## config.mk

```make
export PLATFORM = sky130hd
export DESIGN_NAME = lru_block_cache_tag_lookup_unit
export DESIGN_NICKNAME = d
export VERILOG_FILES = /design/src/rtl/lrubc_pkg.sv /design/src/rtl/lrubc_ctrl.sv /design/src/rtl/lrubc_dp.sv /design/src/rtl/lru_block_cache_tag_lookup_unit.sv
export VERILOG_INCLUDE_DIRS = /design/src /design/src/rtl
export SDC_FILE = /design/constraint.sdc
export NUM_CORES = 1
export LEC_CHECK = 0
export BUFFER_PORTS_ARGS = -buffer_cell sky130_fd_sc_hd__clkbuf_2
export CORE_ASPECT_RATIO = 1.1
export CORE_MARGIN = 2
export CORE_UTILIZATION = 60
export DETAILED_ROUTE_END_ITERATION = 8
export PLACE_DENSITY_LB_ADDON = 0.12
export REMOVE_ABC_BUFFERS = 1
export SLEW_MARGIN = 25
export SYNTH_ARGS = -nofsm -noshare
export SYNTH_HDL_FRONTEND = slang
export SYNTH_HIERARCHICAL = 1
export SYNTH_SLANG_ARGS = --single-unit
```

## constraint.sdc

```tcl
create_clock -name clk -period 9.1 [get_ports clk]
set_clock_uncertainty 0.1 [all_clocks]
set_input_delay 0.455 -clock clk [delete_from_list [all_inputs] [get_ports clk]]
set_output_delay 0.455 -clock clk [all_outputs]
set_load 0.03 [all_outputs]
```

## src/rtl/assert_macros.svh

```systemverilog
// Concurrent assertion helpers, clocked and reset-qualified.
`ifndef ASSERT_MACROS_SVH
`define ASSERT_MACROS_SVH

`ifndef ASSERT_OFF
`define ASSERT_CLK(lbl, clk, rstn, prop) \
	lbl: assert property (@(posedge clk) disable iff (!rstn) prop) \
		else $error("assertion failed");
`define ASSERT_NEVER(lbl, clk, rstn, cond) \
	lbl: assert property (@(posedge clk) disable iff (!rstn) !(cond)) \
		else $error("forbidden condition seen");
`else
`define ASSERT_CLK(lbl, clk, rstn, prop)
`define ASSERT_NEVER(lbl, clk, rstn, cond)
`endif

`endif

```

## src/rtl/lrubc_pkg.sv

```systemverilog
`default_nettype none
package lrubc_pkg;

	localparam int NUM_ENTRIES_DEF = 16;
	localparam int DEV_W           = 4;
	localparam int ADDR_W          = 32;
	localparam int TAG_W           = DEV_W + ADDR_W;
	localparam int SLOT_W          = 6;
	localparam int CNT_W           = 32;
	localparam int S_TDATA_W       = 40;
	localparam int M_TDATA_W       = 104;

	typedef enum logic [1:0] {
		OUTCOME_HIT   = 2'd0,
		OUTCOME_FILL  = 2'd1,
		OUTCOME_EVICT = 2'd2
	} outcome_t;

	typedef struct packed {
		logic scan_start;
		logic scan_en;
		logic sel_en;
		logic upd_en;
	} cmd_t;

	typedef struct packed {
		logic scan_done;
		logic out_free;
	} sts_t;

endpackage
`default_nettype wire

```

## src/rtl/lrubc_ctrl.sv

```systemverilog
`default_nettype none
module lrubc_ctrl (
	input  wire                  clk,
	input  wire                  arst_n,
	input  wire                  in_valid,
	output logic                 in_ready,
	input  wire lrubc_pkg::sts_t sts,
	output lrubc_pkg::cmd_t      cmd
);

	typedef enum logic [3:0] {
		ST_IDLE = 4'b0001,
		ST_SCAN = 4'b0010,
		ST_SEL  = 4'b0100,
		ST_UPD  = 4'b1000
	} state_t;

	state_t state_q;
	state_t state_d;

	always_comb begin
		state_d        = state_q;
		in_ready       = 1'b0;
		cmd.scan_start = 1'b0;
		cmd.scan_en    = 1'b0;
		cmd.sel_en     = 1'b0;
		cmd.upd_en     = 1'b0;
		unique case (state_q)
			ST_IDLE: begin
				in_ready = 1'b1;
				if (in_valid) begin
					cmd.scan_start = 1'b1;
					state_d        = ST_SCAN;
				end
			end
			ST_SCAN: begin
				cmd.scan_en = 1'b1;
				if (sts.scan_done) begin
					state_d = ST_SEL;
				end
			end
			ST_SEL: begin
				cmd.sel_en = 1'b1;
				state_d    = ST_UPD;
			end
			ST_UPD: begin
				if (sts.out_free) begin
					cmd.upd_en = 1'b1;
					state_d    = ST_IDLE;
				end
			end
			default: begin
				state_d = ST_IDLE;
			end
		endcase
	end

	always_ff @(posedge clk or negedge arst_n) begin
		if (!arst_n) begin
			state_q <= ST_IDLE;
		end else begin
			state_q <= state_d;
		end
	end

endmodule
`default_nettype wire

```

## src/rtl/lrubc_dp.sv

```systemverilog
`default_nettype none
`include "assert_macros.svh"
module lrubc_dp #(
	parameter int NUM_ENTRIES = lrubc_pkg::NUM_ENTRIES_DEF
) (
	input  wire                               clk,
	input  wire                               arst_n,
	input  wire  [lrubc_pkg::S_TDATA_W-1:0]   in_data,
	input  wire  lrubc_pkg::cmd_t             cmd,
	output lrubc_pkg::sts_t                   sts,
	output logic                              out_valid,
	input  wire                               out_ready,
	output logic [lrubc_pkg::M_TDATA_W-1:0]   out_data
);

	localparam int AW = (NUM_ENTRIES > 1) ? $clog2(NUM_ENTRIES) : 1;
	localparam int CW = $clog2(NUM_ENTRIES + 1);
	localparam int DW = lrubc_pkg::DEV_W;
	localparam int AD = lrubc_pkg::ADDR_W;
	localparam int TW = lrubc_pkg::TAG_W;
	localparam int KW = lrubc_pkg::CNT_W;

	logic [TW-1:0] tag_mem [NUM_ENTRIES];

	logic [DW-1:0] req_dev_q;
	logic [AD-1:0] req_addr_q;
	logic [CW-1:0] nvalid_q;
	logic [CW-1:0] cnt_q;
	logic [AW-1:0] rank_q [NUM_ENTRIES];

	logic [TW-1:0] rd_tag_s1;
	logic [AW-1:0] rd_idx_s1;
	logic          rd_vld_s1;

	logic          hit_q;
	logic [AW-1:0] hit_idx_q;

	logic                chosen_miss_q;
	logic [AW-1:0]       chosen_idx_q;
	logic [AW-1:0]       chosen_rank_q;
	lrubc_pkg::outcome_t outcome_q;

	logic [KW-1:0] hits_q;
	logic [KW-1:0] fills_q;
	logic [KW-1:0] evicts_q;

	logic                          out_valid_q;
	logic [lrubc_pkg::SLOT_W-1:0]  out_slot_q;
	lrubc_pkg::outcome_t           out_outcome_q;
	logic [KW-1:0]                 out_hits_q;
	logic [KW-1:0]                 out_fills_q;
	logic [KW-1:0]                 out_evicts_q;

	logic                issue;
	logic                full;
	logic                upd_fill;
	logic [AW-1:0]       lru_idx;
	logic [AW-1:0]       sel_idx;
	logic [AW-1:0]       sel_rank;
	lrubc_pkg::outcome_t sel_outcome;

	assign issue    = cmd.scan_en && !hit_q && (cnt_q != nvalid_q);
	assign full     = (nvalid_q == CW'(NUM_ENTRIES));
	assign upd_fill = cmd.upd_en && (outcome_q == lrubc_pkg::OUTCOME_FILL);

	assign sts.scan_done = hit_q || ((cnt_q == nvalid_q) && !rd_vld_s1);
	assign sts.out_free  = !out_valid_q || out_ready;

	always_comb begin
		lru_idx  = '0;
		sel_rank = '0;
		for (int e = 0; e < NUM_ENTRIES; e++) begin
			if (rank_q[e] == AW'(NUM_ENTRIES - 1)) begin
				lru_idx = lru_idx | AW'(e);
			end
		end
		if (hit_q) begin
			sel_outcome = lrubc_pkg::OUTCOME_HIT;
			sel_idx     = hit_idx_q;
		end else if (!full) begin
			sel_outcome = lrubc_pkg::OUTCOME_FILL;
			sel_idx     = nvalid_q[AW-1:0];
		end else begin
			sel_outcome = lrubc_pkg::OUTCOME_EVICT;
			sel_idx     = lru_idx;
		end
		for (int e = 0; e < NUM_ENTRIES; e++) begin
			if (sel_idx == AW'(e)) begin
				sel_rank = sel_rank | rank_q[e];
			end
		end
	end

	always_ff @(posedge clk) begin
		if (issue) begin
			rd_tag_s1 <= tag_mem[cnt_q[AW-1:0]];
		end
		if (cmd.upd_en && chosen_miss_q) begin
			tag_mem[chosen_idx_q] <= {req_addr_q, req_dev_q};
		end
	end

	always_ff @(posedge clk) begin
		if (cmd.scan_start) begin
			req_dev_q  <= in_data[DW-1:0];
			req_addr_q <= in_data[DW+AD-1:DW];
		end
		if (issue) begin
			rd_idx_s1 <= cnt_q[AW-1:0];
		end
		if (cmd.scan_en && rd_vld_s1 && !hit_q) begin
			hit_idx_q <= rd_idx_s1;
		end
		if (cmd.sel_en) begin
			chosen_miss_q <= !hit_q;
			chosen_idx_q  <= sel_idx;
			chosen_rank_q <= sel_rank;
			outcome_q     <= sel_outcome;
		end
		if (cmd.upd_en) begin
			out_slot_q    <= lrubc_pkg::SLOT_W'(chosen_idx_q);
			out_outcome_q <= outcome_q;
			out_hits_q    <= hits_q + KW'(outcome_q == lrubc_pkg::OUTCOME_HIT);
			out_fills_q   <= fills_q + KW'(outcome_q == lrubc_pkg::OUTCOME_FILL);
			out_evicts_q  <= evicts_q + KW'(outcome_q == lrubc_pkg::OUTCOME_EVICT);
		end
	end

	always_ff @(posedge clk or negedge arst_n) begin
		if (!arst_n) begin
			nvalid_q    <= '0;
			cnt_q       <= '0;
			rd_vld_s1   <= 1'b0;
			hit_q       <= 1'b0;
			hits_q      <= '0;
			fills_q     <= '0;
			evicts_q    <= '0;
			out_valid_q <= 1'b0;
			for (int e = 0; e < NUM_ENTRIES; e++) begin
				rank_q[e] <= AW'(e);
			end
		end else begin
			if (cmd.scan_start) begin
				cnt_q     <= '0;
				rd_vld_s1 <= 1'b0;
				hit_q     <= 1'b0;
			end else begin
				rd_vld_s1 <= issue;
				if (issue) begin
					cnt_q <= cnt_q + CW'(1);
				end
				if (cmd.scan_en && rd_vld_s1 && !hit_q &&
				    (rd_tag_s1 == {req_addr_q, req_dev_q})) begin
					hit_q <= 1'b1;
				end
			end
			if (cmd.upd_en) begin
				unique case (outcome_q)
					lrubc_pkg::OUTCOME_HIT:  hits_q   <= hits_q + KW'(1);
					lrubc_pkg::OUTCOME_FILL: begin
						fills_q  <= fills_q + KW'(1);
						nvalid_q <= nvalid_q + CW'(1);
					end
					lrubc_pkg::OUTCOME_EVICT: evicts_q <= evicts_q + KW'(1);
					default: hits_q <= hits_q;
				endcase
				for (int e = 0; e < NUM_ENTRIES; e++) begin
					if (chosen_idx_q == AW'(e)) begin
						rank_q[e] <= '0;
					end else if (rank_q[e] < chosen_rank_q) begin
						rank_q[e] <= rank_q[e] + AW'(1);
					end
				end
			end
			if (cmd.upd_en) begin
				out_valid_q <= 1'b1;
			end else if (out_ready) begin
				out_valid_q <= 1'b0;
			end
		end
	end

	assign out_valid = out_valid_q;
	assign out_data  = {out_evicts_q, out_fills_q, out_hits_q, out_outcome_q, out_slot_q};

	`ASSERT_CLK(a_nvalid_bound, clk, arst_n, nvalid_q <= CW'(NUM_ENTRIES))
	`ASSERT_CLK(a_fill_grows, clk, arst_n, upd_fill |=> nvalid_q == $past(nvalid_q) + CW'(1))
	`ASSERT_CLK(a_upd_shows, clk, arst_n, cmd.upd_en |=> out_valid_q)
	`ASSERT_NEVER(a_hit_empty, clk, arst_n, hit_q && (nvalid_q == '0))

endmodule
`default_nettype wire

```

## src/rtl/lru_block_cache_tag_lookup_unit.sv

```systemverilog
// An accepted word passes through the tag scan, the select state and the update state, and its
// result then waits in the output register. The scan does one tag read a cycle over the nvalid
// filled entries (nvalid at most NUM_ENTRIES); a hit ends the scan early. A new word is accepted
// only after the update; a result not yet taken from the output register stalls the update.
// A finished result waits in the output register while the next word is accepted.
// Reset (arst_n low, asynchronous): all entries unused, recency order by index, counters zero.
`default_nettype none
module lru_block_cache_tag_lookup_unit #(
	parameter int NUM_ENTRIES = lrubc_pkg::NUM_ENTRIES_DEF
) (
	input  wire                               clk,
	input  wire                               arst_n,
	input  wire                               s_tvalid,
	output logic                              s_tready,
	// device_id[3:0], block_address[35:4], zero pad [39:36]
	input  wire  [lrubc_pkg::S_TDATA_W-1:0]   s_tdata,
	output logic                              m_tvalid,
	input  wire                               m_tready,
	// slot[5:0], outcome[7:6], hits_total[39:8], fills_total[71:40],
	// evictions_total[103:72]
	output logic [lrubc_pkg::M_TDATA_W-1:0]   m_tdata
);

	lrubc_pkg::cmd_t cmd;
	lrubc_pkg::sts_t sts;

	lrubc_ctrl u_ctrl (
		.clk      (clk),
		.arst_n   (arst_n),
		.in_valid (s_tvalid),
		.in_ready (s_tready),
		.sts      (sts),
		.cmd      (cmd)
	);

	lrubc_dp #(
		.NUM_ENTRIES (NUM_ENTRIES)
	) u_dp (
		.clk       (clk),
		.arst_n    (arst_n),
		.in_data   (s_tdata),
		.cmd       (cmd),
		.sts       (sts),
		.out_valid (m_tvalid),
		.out_ready (m_tready),
		.out_data  (m_tdata)
	);

endmodule
`default_nettype wire

```

==> run metrics, run 1 <==
run status=completed; period utilisation layout=0.4890; Reg-to-Reg End=u_dp/evicts_q[22]; crit path kind=reg2reg; standby leakage power=16.16 nW; CP arrival=4890 ps; Cells after Synth=2386; Die Outline Area=0.06849 mm2; worst reg2reg path startpoint=u_ctrl/state_q[1]; Worst Hold Path EP=u_dp/out_valid; drt first pass iters=6; max_slew headroom=0.3378; max-cap check violation count=0; Post-Synthesis Cell Area=0.03985 mm2; Fmax=224.7 MHz; number of vias after detailed routing=21778; clock tree from TritonCTS=built; setup slack after layout=4650 ps; critical path capture point type=flop; Final Max Slew Viols=0; antenna violations before repair=0; pre-CTS setup slack=4522 ps; Die W=249.7 um; count of state elements after synthesis=946; sum of negative setup slack=0 ps; most numerous cell on the critical path=sky130_fd_sc_hd__buf_4; post-layout net count=2710; site row count=99; cell depth of the worst min-delay path=3; Critical Path Start Type=flop; fraction of final layout cells sized beyond drive strength 1=0.2100; pin count of the biggest net entering global routing=109; Detailed Route WL=86.86 mm; Final Util=0.6793; setup repair after global routing missed its margin=false; number of vias per cell=6.178; grt total ovfl=0; all-layer global routing usage=0.2597; per-cell routed wire length=24.64 um; buffer cell driving the clock tree root=sky130_fd_sc_hd__clkbuf_16; height of the die=274.3 um; Starting Density=0.6035; post-synthesis cell type count=75; required time of the worst setup path=9540 ps; total power density per cell area=218.0 mW/mm2; Hold Path Class=in2reg; Crit path largest cell delay=750 ps; cell count of the worst reg-to-reg path=11; cell area after layout=0.04485 mm2; sum of buffers and inverters on the critical path=2; GP Congestion=0.8904; number of warning messages in the yosys log=6; Worst IR Drop VDD=0.2352 mV; global-route wire length before repair=133.8 mm; Final setup violation count=0; # port buffers=143; maximum fanout count along the critical path=70; Area after DPL=0.04151 mm2; Register-to-Register Setup Slack=4650 ps; htree depth=3; violation count after the first detailed-route iteration=1927; post-synthesis cell type with the largest combined area=sky130_fd_sc_hd__edfxtp_1; Core ar.=0.06602 mm2; clock sink count=946; clock period minus final worst setup slack=4450 ps; area growth from synthesis to layout=12.55%; synth top area cells=sky130_fd_sc_hd__edfxtp_1 (58%), sky130_fd_sc_hd__mux4_2 (10%), sky130_fd_sc_hd__dfrtp_1 (9.0%); number of global-route vias before repair=22231; fraction of synthesized cell area taken by the top area cell type=0.5795; number of buffers added by the clock tree synthesis step=92; async set-or-reset flop fraction in the synthesized netlist=0.1871; mean cell area of the mapped netlist=16.70 um2; number of flops mapped to enable cells by yosys=769; Most used DFF post-synth=sky130_fd_sc_hd__edfxtp_1; Detail Route Antenna Nets=0; slowest library cell on the worst path=sky130_fd_sc_hd__buf_4; Top Family by Delay on Critical Path=simple AND/OR/NAND/NOR gates; post-detailed-placement half-perimeter wirelength=47.61 mm; clock latency at the later pin of the worst-skew pair=650 ps; filler instances=4417; CP cell instances=or2_2, nor2_4, buf_4, buf_4, nand4b_1, nor4_1, and3_1, nand3_1, nor2_1, nand2_1, xnor2_1; Worst Max-Slew Pin Slew=993.4 ps; number of placed I/O pins=150; DR DRC count=0; ANT cells=0; number of endpoints with negative hold slack in the final report=0; sum of internal, switching and leakage power=9.778 mW; register area share after synthesis=0.6917; number of buffers on the longest clock path=3; launch instance of the worst min-delay path=m_tready; clock-pin slew of the registers on the worst-case setup and hold paths=60 ps
[cells by family (layout without fill, tap and decap cells)]
group	Yosys count	after routing	share of synthesized area
other	1	2	0.00009411
adders and majority gates	76	76	0.02386
muxes	199	199	0.1068
DFF	946	946	0.6917
and+or+nand+nor	576	576	0.07310
buffers and inverters	131	411	0.01331
xor gates and xnor gates	263	263	0.05781
AOI/OAI and AO/OA	194	194	0.03335
[layout by cell type (no fill, tap or decap), types with 5 or more instances in the layout]
cell type / n
sky130_fd_sc_hd__a21oi_1: 36
sky130_fd_sc_hd__and3_2: 6
sky130_fd_sc_hd__clkinv_1: 22
sky130_fd_sc_hd__clkbuf_16: 98
sky130_fd_sc_hd__nand3_1: 79
sky130_fd_sc_hd__nor2_1: 114
sky130_fd_sc_hd__inv_1: 27
sky130_fd_sc_hd__and2_1: 16
sky130_fd_sc_hd__nand2_1: 143
sky130_fd_sc_hd__clkinv_2: 12
sky130_fd_sc_hd__or2_2: 5
sky130_fd_sc_hd__dfstp_2: 33
sky130_fd_sc_hd__dfrtp_1: 140
sky130_fd_sc_hd__o21ai_0: 38
sky130_fd_sc_hd__xor2_1: 107
sky130_fd_sc_hd__and3_1: 19
sky130_fd_sc_hd__a32o_1: 5
sky130_fd_sc_hd__clkbuf_2: 142
sky130_fd_sc_hd__nor2b_1: 9
sky130_fd_sc_hd__mux4_2: 180
sky130_fd_sc_hd__and2_2: 9
sky130_fd_sc_hd__mux2_2: 8
sky130_fd_sc_hd__buf_4: 28
sky130_fd_sc_hd__a41oi_1: 7
sky130_fd_sc_hd__a22o_1: 10
sky130_fd_sc_hd__clkbuf_1: 26
sky130_fd_sc_hd__edfxtp_1: 769
sky130_fd_sc_hd__nor3_1: 26
sky130_fd_sc_hd__ha_1: 76
sky130_fd_sc_hd__nand2b_1: 27
sky130_fd_sc_hd__xnor2_1: 156
sky130_fd_sc_hd__dlygate4sd3_1: 37
sky130_fd_sc_hd__nand4_1: 68
sky130_fd_sc_hd__mux2i_1: 11
sky130_fd_sc_hd__nor4_1: 9
sky130_fd_sc_hd__and4_1: 13
sky130_fd_sc_hd__a211oi_1: 22
sky130_fd_sc_hd__a21o_1: 34
[cell usage after synthesis (27+ instances only)]
cell and number:
sky130_fd_sc_hd__nand3_1 79, sky130_fd_sc_hd__nand2b_1 27, sky130_fd_sc_hd__ha_1 76, sky130_fd_sc_hd__edfxtp_1 769, sky130_fd_sc_hd__dfstp_2 33, sky130_fd_sc_hd__nor3_1 27
sky130_fd_sc_hd__nand4_1 68, sky130_fd_sc_hd__nand2_1 143, sky130_fd_sc_hd__a21oi_1 36, sky130_fd_sc_hd__xnor2_1 156, sky130_fd_sc_hd__a21o_1 34, sky130_fd_sc_hd__inv_1 27
sky130_fd_sc_hd__mux4_2 180, sky130_fd_sc_hd__clkbuf_1 69, sky130_fd_sc_hd__xor2_1 107, sky130_fd_sc_hd__nor2_1 116, sky130_fd_sc_hd__dfrtp_1 144, sky130_fd_sc_hd__o21ai_0 38
[state kept, by name, indices dropped and copies added (netlist names), 32 cells and up]
signal and flops:
u_dp/out_hits_q 32, u_dp/out_evicts_q 32, u_dp/tag_mem 576, u_dp/evicts_q 32
u_dp/rank_q 64, u_dp/out_fills_q 32, u_dp/fills_q 32, u_dp/req_addr_q 32
u_dp/hits_q 32, u_dp/rd_tag_s1 36
[power breakdown]
| group | total (mW) | switching, mW | internal, mW |
|---|---|---|---|
| Combinational | 0.969 | 0.433 | 0.536 |
| Sequential | 5.15 | 0.227 | 4.92 |
| Clock | 3.66 | 1.59 | 2.07 |
[worst register-to-register path, delay by kind of cell, from the launching register on]
| kind | cells | cell delay (ps) |
|---|---|---|
| AND/OR/NAND/NOR | 8 | 2310 |
| buffers and inverters | 2 | 1410 |
| flip-flops | 1 | 400 |
| XOR/XNOR | 1 | 140 |
[final cells by class]
cell class / instances / area [um2] / area share
clock buffers: 128 / 2605 / 0.05809
well taps: 858 / 1074 / 0.02394
multi-input cells: 1310 / 11810 / 0.2634
inverters: 30 / 112.6 / 0.002511
clock inverters: 43 / 322.8 / 0.007198
flip-flops and latches: 946 / 27570 / 0.6148
repair buffers: 210 / 1350 / 0.03010
[what timing repair did]
| item | CTS | global route |
|---|---|---|
| setup buffers | 0 | 0 |
| hold endpoints to repair | 81 | 0 |
| hold buffers | 37 | 0 |
| resized for setup | 0 | 0 |
[per-layer routing]
layer / global-route usage / wire length (um) / up-vias
met1: 0.3596 / 36080 / 11272
li1: - / - / 9639
met3: 0.04016 / 5352 / 119
met4: 0.06912 / 1598 / 0
met2: 0.4367 / 43830 / 748
met5: 0 / 0 / -
[stage by stage]
stage | instances | hold WS, ps
finish | 3525 | 56.59
global route | 3525 | 55.83
CTS | 3524 | 19.91
detailed placement | 3316 | 307.1
global placement | 3316 | 301.2
floorplan | 2286 | 59.41
[worst max path at each step]
| stage | from | endpoint | slack [ps] | cells after the start |
|---|---|---|---|---|
| final | u_ctrl/state_q[1] | u_dp/evicts_q[22] | 4650 | 11 |
| after global routing | u_ctrl/state_q[1] | u_dp/evicts_q[22] | 4220 | 11 |
| after CTS | u_ctrl/state_q[1] | u_dp/evicts_q[30] | 4570 | 11 |
| after detailed placement | m_tready | u_dp/evicts_q[22] | 4520 | 13 |
| after global placement | m_tready | u_dp/tag_mem[8][30] | 4640 | 10 |
| after floorplan | u_ctrl/state_q[1] | u_dp/tag_mem[14][0] | -480 | 5 |
No activity file was read; power rests on OpenSTA's default activity.
==> run 2: changes to the inputs <==
- CORE_UTILIZATION: 60 -> 56
- clock period: 9.1 -> 4.06 ns (I/O delays scaled with it)
==> run metrics, run 2 (same netlist as run 1, synthesis figures left out) <==
Area after DPL=0.04197 mm2 (was 0.04151 mm2); # port buffers=143 (unchanged); most frequent cells in the layout=sky130_fd_sc_hd__edfxtp_1 (769), sky130_fd_sc_hd__mux4_2 (180), sky130_fd_sc_hd__xnor2_1 (156), sky130_fd_sc_hd__nand2_1 (143), sky130_fd_sc_hd__clkbuf_2 (142) (unchanged); number of vias per cell=5.981 (was 6.178); Final Util=0.6448 (was 0.6793); grt total ovfl=0 (unchanged); standby leakage power=16.38 nW (was 16.16 nW); antenna violations before repair=0 (unchanged); required time of the worst setup path=4330 ps (was 9540 ps); number of global-route vias before repair=22186 (was 22231); critical path capture point type=flop (unchanged); period utilisation layout=0.8435 (was 0.4890); cell area after layout=0.04543 mm2 (was 0.04485 mm2); proportion of power drawn by flip-flops and latches=0.513 (was 0.527); Core ar.=0.07045 mm2 (was 0.06602 mm2); crit path kind=reg2reg (unchanged); Worst IR Drop VDD=0.4259 mV (was 0.2352 mV); run status=completed (unchanged); fraction of final layout cells sized beyond drive strength 1=0.2155 (was 0.2100); pre-CTS setup slack=654.0 ps (was 4522 ps); number of flip-flops under the largest register name=576 (unchanged); post-layout net count=2731 (was 2710); number of endpoints with negative hold slack in the final report=0 (unchanged); biggest regs=u_dp/tag_mem: 576 flops, u_dp/rank_q: 64 flops, u_dp/rd_tag_s1: 36 flops (unchanged); global-route wire length before repair=134.3 mm (was 133.8 mm); Final Max Slew Viols=0 (unchanged); drt first pass iters=6 (unchanged); buffer cell driving the clock tree root=sky130_fd_sc_hd__clkbuf_16 (unchanged); number of buffers added by the clock tree synthesis step=93 (was 92); height of the die=283.8 um (was 274.3 um); max_slew headroom=0.2506 (was 0.3378); per-cell routed wire length=23.98 um (was 24.64 um); CP arrival=3700 ps (was 4890 ps); clock sink count=946 (unchanged); violation count after the first detailed-route iteration=1988 (was 1927); Worst Max-Slew Pin Slew=1114 ps (was 993.4 ps); htree depth=3 (unchanged); Critical Path Start Type=flop (unchanged); sum of internal, switching and leakage power=22.42 mW (was 9.778 mW); Starting Density=0.5656 (was 0.6035); Die Outline Area=0.07331 mm2 (was 0.06849 mm2); Detailed Route WL=86.77 mm (was 86.86 mm); Die W=258.3 um (was 249.7 um); post-detailed-placement half-perimeter wirelength=50.38 mm (was 47.61 mm); max-cap check violation count=0 (unchanged); cell count of the worst reg-to-reg path=12 (was 11); DR DRC count=0 (unchanged); ANT cells=0 (unchanged); all-layer global routing usage=0.2421 (was 0.2597); Psw=5.004 mW (was 2.254 mW); number of buffers on the longest clock path=3 (unchanged); Final setup violation count=0 (unchanged); clock latency at the later pin of the worst-skew pair=630 ps (was 650 ps); sum of negative setup slack=0 ps (unchanged); Cells after DPL=3413 (was 3316); number of vias after detailed routing=21638 (was 21778); post-CTS setup buffer count=0 (unchanged); Hold Path Class=in2async (was in2reg); maximum fanout count along the critical path=15 (was 70); Detail Route Antenna Nets=0 (unchanged); setup repair after global routing missed its margin=false (unchanged); Cell Int Power=17.41 mW (was 7.525 mW); number of buffers inserted by hold repair at cts=39 (was 37); clock-pin slew of the registers on the worst-case setup and hold paths=60 ps (about the same); pin count of the biggest net entering global routing=90 (was 109); number of placed I/O pins=150 (unchanged); clock period minus final worst setup slack=3424 ps (was 4450 ps); Final Hold Slack=100.1 ps (was 56.59 ps); commonest non-fill, non-tap cell in the layout=sky130_fd_sc_hd__edfxtp_1 (unchanged); GP Congestion=0.9029 (was 0.8904); total power density per cell area=493.5 mW/mm2 (was 218.0 mW/mm2); setup slack after layout=635.6 ps (was 4650 ps); site row count=102 (was 99); final cell count without fillers=3618 (was 3525); register containing the most flip-flops in the final layout=u_dp/tag_mem (unchanged); share of total power in the clock network=0.386 (was 0.374); Fmax=292.0 MHz (was 224.7 MHz); combinational group share of total power=0.101 (was 0.099); quantity of gates resized following cts=0 (unchanged); switching share of power=0.2232 (was 0.2305); area growth from synthesis to layout=14.00% (was 12.55%); clock tree from TritonCTS=built (unchanged)
-- run 2: path summary, 6_finish.rpt --
path | startpoint | endpoint | slack (ps)
min in group clk | s_tdata[10] | u_dp/req_addr_q[6] | 180
min reg2reg | u_dp/rd_idx_s1[1] | u_dp/hit_idx_q[1] | 320
max | u_dp/nvalid_q[0] | u_dp/chosen_rank_q[2] | 640
max reg2reg | u_dp/nvalid_q[0] | u_dp/chosen_rank_q[2] | 640
max in group asynchronous | arst_n | u_dp/rank_q[0] | 2820
min | arst_n | u_dp/fills_q[10] | 100
-- run 2: metal layers --
| metal | vias up | share of wire | GRT usage |
|---|---|---|---|
| met1 | 11206 | 0.42 | 0.3377 |
| met5 | - | 0 | 0 |
| met2 | 622 | 0.51 | 0.4050 |
| li1 | 9693 | - | - |
| met3 | 117 | 0.054 | 0.03189 |
| met4 | 0 | 0.020 | 0.06777 |
-- run 2: power by group through the flow --
stage	combinational, mW	clock (mW)	sequential, mW
CTS	2.31	8.85	11.5
finish	2.26	8.66	11.5
floorplan	1.80	0	11.8
global route	2.43	9.24	11.6
global placement	2.26	0	11.7
detailed placement	2.28	0	11.7
-- run 2: cell type report --
cell class,count,area (um2)
inverters,30,112.6
flip-flops and latches,946,27570
multi-input cells,1310,11790
clock inverters,38,481.7
clock buffers,128,2584
repair buffers,230,1710
well taps,936,1171
fillers,4979,25020
-- run 2: worst max-delay path: stages (launching register included) --
cell and delay (ps):
sky130_fd_sc_hd__dfrtp_1 430, sky130_fd_sc_hd__inv_1 130, sky130_fd_sc_hd__ha_1 140, sky130_fd_sc_hd__nor4bb_1 210, sky130_fd_sc_hd__buf_4 210, sky130_fd_sc_hd__nand2_2 130, sky130_fd_sc_hd__inv_2 140, sky130_fd_sc_hd__o21a_1 360
sky130_fd_sc_hd__nor2_4 70, sky130_fd_sc_hd__inv_2 250, sky130_fd_sc_hd__o31ai_1 110, sky130_fd_sc_hd__a221o_1 360, sky130_fd_sc_hd__or4_1 520
